### config.mk
export PLATFORM = sky130hd
export DESIGN_NAME = rtlpm_cell
export DESIGN_NICKNAME = d
export VERILOG_FILES = /design/src/design/rtlpm_pkg.sv /design/src/design/rtlpm_cell.sv
export SDC_FILE = /design/constraint.sdc
export NUM_CORES = 1
export LEC_CHECK = 0
export ABC_AREA = 1
export BUFFER_PORTS_ARGS = -buffer_cell sky130_fd_sc_hd__clkbuf_2
export CORE_AREA = 5 5 169 155
export CTS_CLUSTER_SIZE = 25
export DETAILED_ROUTE_END_ITERATION = 6
export DIE_AREA = 0 0 174 160
export PLACE_DENSITY = 0.74
export SLEW_MARGIN = 25
export SYNTH_ARGS = -nofsm -noshare
export SYNTH_HDL_FRONTEND = slang
export SYNTH_SLANG_ARGS = --single-unit
### constraint.sdc
create_clock -name clock -period 6 [get_ports clock]
set_input_delay 0.6 -clock clock [delete_from_list [all_inputs] [get_ports clock]]
set_output_delay 0.6 -clock clock [all_outputs]
set_load 0.05 [all_outputs]
### src/design/rtlpm_pkg.sv
`default_nettype none
package rtlpm_pkg;

   localparam int TABLE_DEPTH = 32;
   localparam int IFACE_COUNT = 32;

   localparam int IDX_W     = $clog2(TABLE_DEPTH);
   localparam int COUNT_W   = $clog2(TABLE_DEPTH + 1);
   localparam int IFACE_W   = 5;
   localparam int OUT_IDX_W = 5;
   localparam int ADDR_W    = 32;
   localparam int METRIC_W  = 16;
   localparam int STATUS_W  = 3;

   typedef enum logic {
      FUNC_LOOKUP = 1'b0,
      FUNC_INSERT = 1'b1
   } func_type;

   typedef enum logic [STATUS_W-1:0] {
      ST_HIT      = 3'd0,
      ST_MISS     = 3'd1,
      ST_INSERTED = 3'd2,
      ST_PRESENT  = 3'd3,
      ST_CONFLICT = 3'd4,
      ST_FULL     = 3'd5
   } status_type;

   typedef enum logic [1:0] {
      S_IDLE,
      S_WALK,
      S_FINISH
   } state_type;

   // one route as held by a cell
   typedef struct packed {
      logic [ADDR_W-1:0]   subnet;
      logic [ADDR_W-1:0]   mask;
      logic [ADDR_W-1:0]   hop;
      logic [METRIC_W-1:0] metric;
      logic [IFACE_W-1:0]  iface;
      logic                dyn;
   } entry_type;

   // search broadcast to every cell while one transaction is in flight
   typedef struct packed {
      func_type           func;
      logic [ADDR_W-1:0]  key;
      logic [COUNT_W-1:0] count;
   } query_type;

   // running result handed from cell to cell
   typedef struct packed {
      logic             live;
      logic [IDX_W-1:0] pos;
      logic             hit;
      logic [IDX_W-1:0] hit_idx;
      entry_type        hit_entry;
   } token_type;

   // clamp an interface number to the configured interface range
   function automatic logic [IFACE_W-1:0] sat_iface(input logic [IFACE_W-1:0] v);
      logic [IFACE_W-1:0] r;
      r = v;
      if (int'(v) >= IFACE_COUNT) begin
         r = IFACE_W'(IFACE_COUNT - 1);
      end
      return r;
   endfunction

endpackage
`default_nettype wire

### src/design/rtlpm_cell.sv
`default_nettype none
module rtlpm_cell (
   input  wire logic                  clock,
   input  wire logic                  reset,
   input  wire rtlpm_pkg::query_type  query,
   input  wire logic                  wr_en,
   input  wire rtlpm_pkg::entry_type  wr_entry,
   input  wire rtlpm_pkg::token_type  tok_prev,
   output rtlpm_pkg::token_type       tok_next
);

   rtlpm_pkg::entry_type entry_ff;
   rtlpm_pkg::token_type token_ff;
   rtlpm_pkg::token_type token_in;

   logic in_range;
   logic lk_match;
   logic better;
   logic take;

   always_ff @(posedge clock) begin
      if (wr_en) begin
         entry_ff <= wr_entry;
      end
   end

   always_comb begin
      in_range = rtlpm_pkg::COUNT_W'(tok_prev.pos) < query.count;
      lk_match = (query.key & entry_ff.mask) == (entry_ff.subnet & entry_ff.mask);
      better   = !tok_prev.hit || (entry_ff.mask > tok_prev.hit_entry.mask);
      take     = 1'b0;
      if (tok_prev.live && in_range) begin
         if (query.func == rtlpm_pkg::FUNC_LOOKUP) begin
            take = lk_match && better;
         end else begin
            // first exact subnet wins
            take = (entry_ff.subnet == query.key) && !tok_prev.hit;
         end
      end

      token_in     = tok_prev;
      token_in.pos = tok_prev.pos + 1'b1;
      if (take) begin
         token_in.hit       = 1'b1;
         token_in.hit_idx   = tok_prev.pos;
         token_in.hit_entry = entry_ff;
      end
   end

   always_ff @(posedge clock) begin
      if (reset) begin
         token_ff.live <= 1'b0;
      end else begin
         token_ff.live <= token_in.live;
      end
      token_ff.pos       <= token_in.pos;
      token_ff.hit       <= token_in.hit;
      token_ff.hit_idx   <= token_in.hit_idx;
      token_ff.hit_entry <= token_in.hit_entry;
   end

   assign tok_next = token_ff;

   a_live_moves: assert property (@(posedge clock) disable iff (reset)
      tok_prev.live |=> token_ff.live)
      else $error("token lost in cell");

   a_hit_sticks: assert property (@(posedge clock) disable iff (reset)
      tok_prev.live && tok_prev.hit |=> token_ff.hit)
      else $error("hit flag dropped in cell");

   a_exact_first: assert property (@(posedge clock) disable iff (reset)
      tok_prev.live && tok_prev.hit && query.func == rtlpm_pkg::FUNC_INSERT
      |=> token_ff.hit_idx == $past(tok_prev.hit_idx))
      else $error("later exact match replaced the first one");

endmodule
`default_nettype wire

Word level (Yosys, flattened, before mapping)
Index checks and enable logic that the tools add are counted.
{ "totals": {"ff_bits": 248, "output_inout_bits": 130, "word_cells": 31} }
{ "classes": {"n_addsub": 1, "order_cmp": 2, "n_eq_ne": 2, "n_mux": 3, "n_bitwise": 2, "n_reduce_logical": 5} }
{ "op_table": {"columns": ["cell", "n"], "rows": [
  ["$mux W123", 1],
  ["$and A32 B32 Y32", 2],
  ["$eq A32 B32 Y1", 2],
  ["$gt A32 B32 Y1", 1],
  ["$lt A5 B6 Y1", 1],
  ["$add A5 B1 Y5 const B", 1],
  ["$logic_and A1 B1 Y1", 3],
  ["$mux W1", 2],
  ["$logic_not A1 Y1", 1],
  ["$logic_or A1 B1 Y1", 1]
]} }

Depth between registers and ports, before layout
{ "depth": {"ltp_word": 6, "mapped_depth": 22} }

Least setup slack after synthesis
OpenSTA, ideal clock, no wires.
{ "synth_path": {"kind": "input to register", "start": "in tok_prev[69] (netlist name)", "end": "reg token_ff (netlist bit tok_next[63])", "setup_time_ns": 0.112, "arrival_time_ns": 2.133, "required_ns": 5.888, "slack_ns": 3.755, "cell_stages": 17, "n_path_buf": 2, "path_cell_list": "inv_1 > ha_1 > nand2_1 > nor3_1 > nand2_1 > nand2_1 > nand2_1 > nand2_1 > nand2_1 > nand2_1 > nand2_1 > nand2_2 > nand2_2 > buf_4 > buf_2 > nand2_1 > nand2_1"} }
{ "synth_lines": {"columns": ["element", "line_no", "source"], "rows": [
  ["start, declared", "rtlpm_cell.sv:8", "input wire rtlpm_pkg::token_type tok_prev,"],
  ["end, declared", "rtlpm_cell.sv:13", "rtlpm_pkg::token_type token_ff;"]
]} }

==> results.toml <==
[sta]
fin_crit_sh = 0.6387
max_freq_ghz = 0.2609
period_needed_ns = 3.832
rsz0062_at_grt = "no"
fin_hold_ws_ns = 0.2353
setup_viol = 0
timing.slew.headroom = 0.3583
drv_slew = 0
finalHoldViolCount = 0
worstMarginPinSlew_ns = 0.9626
skew_ns = 0.01677
finalSetupTns_ns = 0

[grt]
grt_use_total = 0.2111
antenna_found_initial = 0
grtUsageMet3 = 0.05626
grt_pass1_wl_um = 46290
grt_start_max_net_pins = 75
grt-busiest-layer = "met2"
use_met2 = 0.3540
grtUsageMet1 = 0.2642
first_global_vias = 8282
grt_overflow_total = 0

[floorplanning]
core_area_um2 = 24050
io_pins = 420
num_rows = 54
die_w_um = 174
initial_core_util = 0.3968
die-area_um2 = 27840
die_h_um = 160

[clock_network]
cts_made_buffers = 26
cts_root_buf = "clkbuf_16"
clock_latency_ns = 0.53
ctsHtreeMaxLevel = 1
cts_tree = "done"
post_cts_buffers = 0
clk_pin_slew_worst_paths_ns = 0.06
cts_sinks = 248
cts_resized = 0
postCtsHoldBufs = 0
cts_buffer_depth = 3

[worst_setup_path]
reg2reg_from = "entry_ff[75]"
critPathArrivalTime_ns = 4.29
critical_path_required_ns = 6.46
crit_type = "flop to flop"
r2r_end = "tok_next[46]"
cp-endpoint = "tok_next[46]"
startpoint_type = "flop"
worst-r2r-setup-slack_ns = 2.17
worst-path-max-fanout = 66
r2r_cells = 15
startpoint = "entry_ff[75]"
worstSetupEndpointType = "flop"

[routing]
via_per_inst = 4.795
ant_nets = 0
drt_iter0_markers = 575
wirelength_um = 30790
drc = 0
wl_per_cell_um = 18.37
dr.pass1.iters = 5
num_vias = 8037

[yosys]
synth-main-ff-cell = "dfxtp_1"
synth_top_family_by_area = "simple AND/OR/NAND/NOR gates"
postSynthCellCount = 935
synth_area_um2 = 9545
avgSynthCellArea_um2 = 10.21
synthMuxAreaShare = 0
synth-async-reset-ratio = 0
synth-simple-area-share = 0.2252
synth_xor_area_frac = 0.03211
syn_nets = 1262
ys_seq_area_frac = 0.6439
ys_seq_elements = 248
synth_adder_area_share = 0.04850
synth-compound-area-share = 0.01127
synth_warnings = 0
synth.distinct_cells = 25
synth_edf_count = 118

[power]
p_sw_mw = 1.209
power.leakage_nw = 6.432
ir_drop_uv = 287.3
power_frac_comb = 0.167
sw_frac_of_total = 0.2857
clkPwrFrac = 0.366
seq_power_share = 0.468
powerDensity_nw_per_um2 = 332.8
intPower_mw = 3.023

[layout]
syn_to_final_growth_pct = 33.24
drive_above_1_share = 0.3406
multi_input_area_um2 = 3037
diodes = 0
nets = 1675
n_fill_cell = 2172
seq_area_um2 = 6146

[min_path]
worstHoldPathType = "input pin to flop"

[outcome]
status = "finished, final reports clean"

[placement]
place_congestion = 0.8745
place_hpwl_um = 23720
port_buffers = 419

[job]
drv_cap = 0
[logic make-up (layout without fill, tap and decap cells)]
| kind of cell | count (synthesis) | in the layout |
|---|---|---|
| adder cells (fa/ha/maj) | 37 | 37 |
| flip-flops | 248 | 248 |
| buffers and inverters | 89 | 522 |
| AO/OA/AOI/OAI | 20 | 20 |
| XOR/XNOR | 35 | 35 |
| AND/OR/NAND/NOR | 506 | 506 |
[layer usage]
| metal | share of wire | vias to the layer above | wire length, um |
|---|---|---|---|
| li1 | - | 3910 | - |
| met1 | 0.40 | 3708 | 12320 |
| met2 | 0.48 | 353 | 14820 |
| met3 | 0.081 | 66 | 2485 |
| met4 | 0.038 | 0 | 1164 |
| met5 | 0 | - | 0 |
[worst min-delay path by stage]
| stage | start | to | depth (start not counted) |
|---|---|---|---|
| after floorplan | entry_ff[0] | tok_next[0] | 2 |
| after global placement | entry_ff[6] | tok_next[6] | 2 |
| after detailed placement | entry_ff[19] | tok_next[19] | 2 |
| after CTS | reset | tok_next[129] | 2 |
| after global routing | reset | tok_next[129] | 2 |
| final | reset | tok_next[129] | 2 |
[power groups by stage]
stage	logic (mW)	clock network, mW	registers (mW)
after detailed placement	0.707	0	2.01
after CTS	0.709	1.58	1.98
after global routing	0.760	1.67	1.99
final	0.706	1.55	1.98
after global placement	0.695	0	2.01
after floorplan	0.193	0	2.25
[layout make-up]
| type | count | area share |
|---|---|---|
| Clock buffer | 36 | 0.05814 |
| Clock inverter | 12 | 0.006788 |
| Inverter | 50 | 0.01476 |
| Multi-Input combinational cell | 598 | 0.2388 |
| Sequential cell | 248 | 0.4832 |
| Tap cell | 308 | 0.03030 |
| Timing Repair Buffer | 424 | 0.1680 |
[critical path: stages (launching register included)]
cell and delay (ns):
edfxtp_1 0.42, ha_1 0.32, a21oi_1 0.17, nor2_1 0.05, nor2_1 0.08, nand3_1 0.10, a21oi_1 0.34, nand2_1 0.10
nand2_1 0.08, nand2_1 0.05, nand2_1 0.09, nand2_4 0.37, nand2_4 0.66, buf_4 0.68, nand2_1 0.12, nand2_1 0.10
[Yosys cell counts, types with 2 or more instances]
master,n,area (um^2)
a21oi_1,14,70.07
nor2_1,26,97.59
nand2_1,315,1182
nor3_1,6,30.03
nand2_2,2,12.51
inv_1,49,183.9
nand2b_1,15,93.84
nand4_1,13,81.33
clkbuf_1,8,30.03
xor2_1,17,148.9
xnor2_1,18,157.7
buf_1,4,15.01
buf_2,25,125.1
o21ai_0,2,10.01
nand3_1,128,640.6
ha_1,37,462.9
buf_4,2,15.01
edfxtp_1,118,3543
dfxtp_1,130,2603
[sequential cells by signal, summed over array words and instances, names as in the netlist]
signal	cells
entry_ff	118
tok_next	130
[stage by stage]
stage,cell area (um^2),std cells,utilization,total power [mW],setup slack [ns]
after floorplan,9545,935,-,2.442,3.755
after global placement,11890,1628,0.4944,2.704,1.891
after detailed placement,11890,1628,0.4944,2.721,1.830
after CTS,12720,1676,0.5288,4.267,2.127
after global routing,12720,1676,0.5288,4.416,1.719
final,12720,1676,0.5288,4.232,2.168
[cell usage in the layout (no fill, tap or decap), types with 13 or more instances in the layout]
cell type	Yosys	final
inv_1	49	49
nor2_1	26	26
a21oi_1	14	14
nand4_1	13	13
xor2_1	17	17
nand3_1	128	128
clkbuf_16	0	27
nand2b_1	15	15
dfxtp_1	130	130
xnor2_1	18	18
nand2_1	315	315
clkbuf_2	0	418
edfxtp_1	118	118
ha_1	37	37
Power figures use the tool's default switching activity.
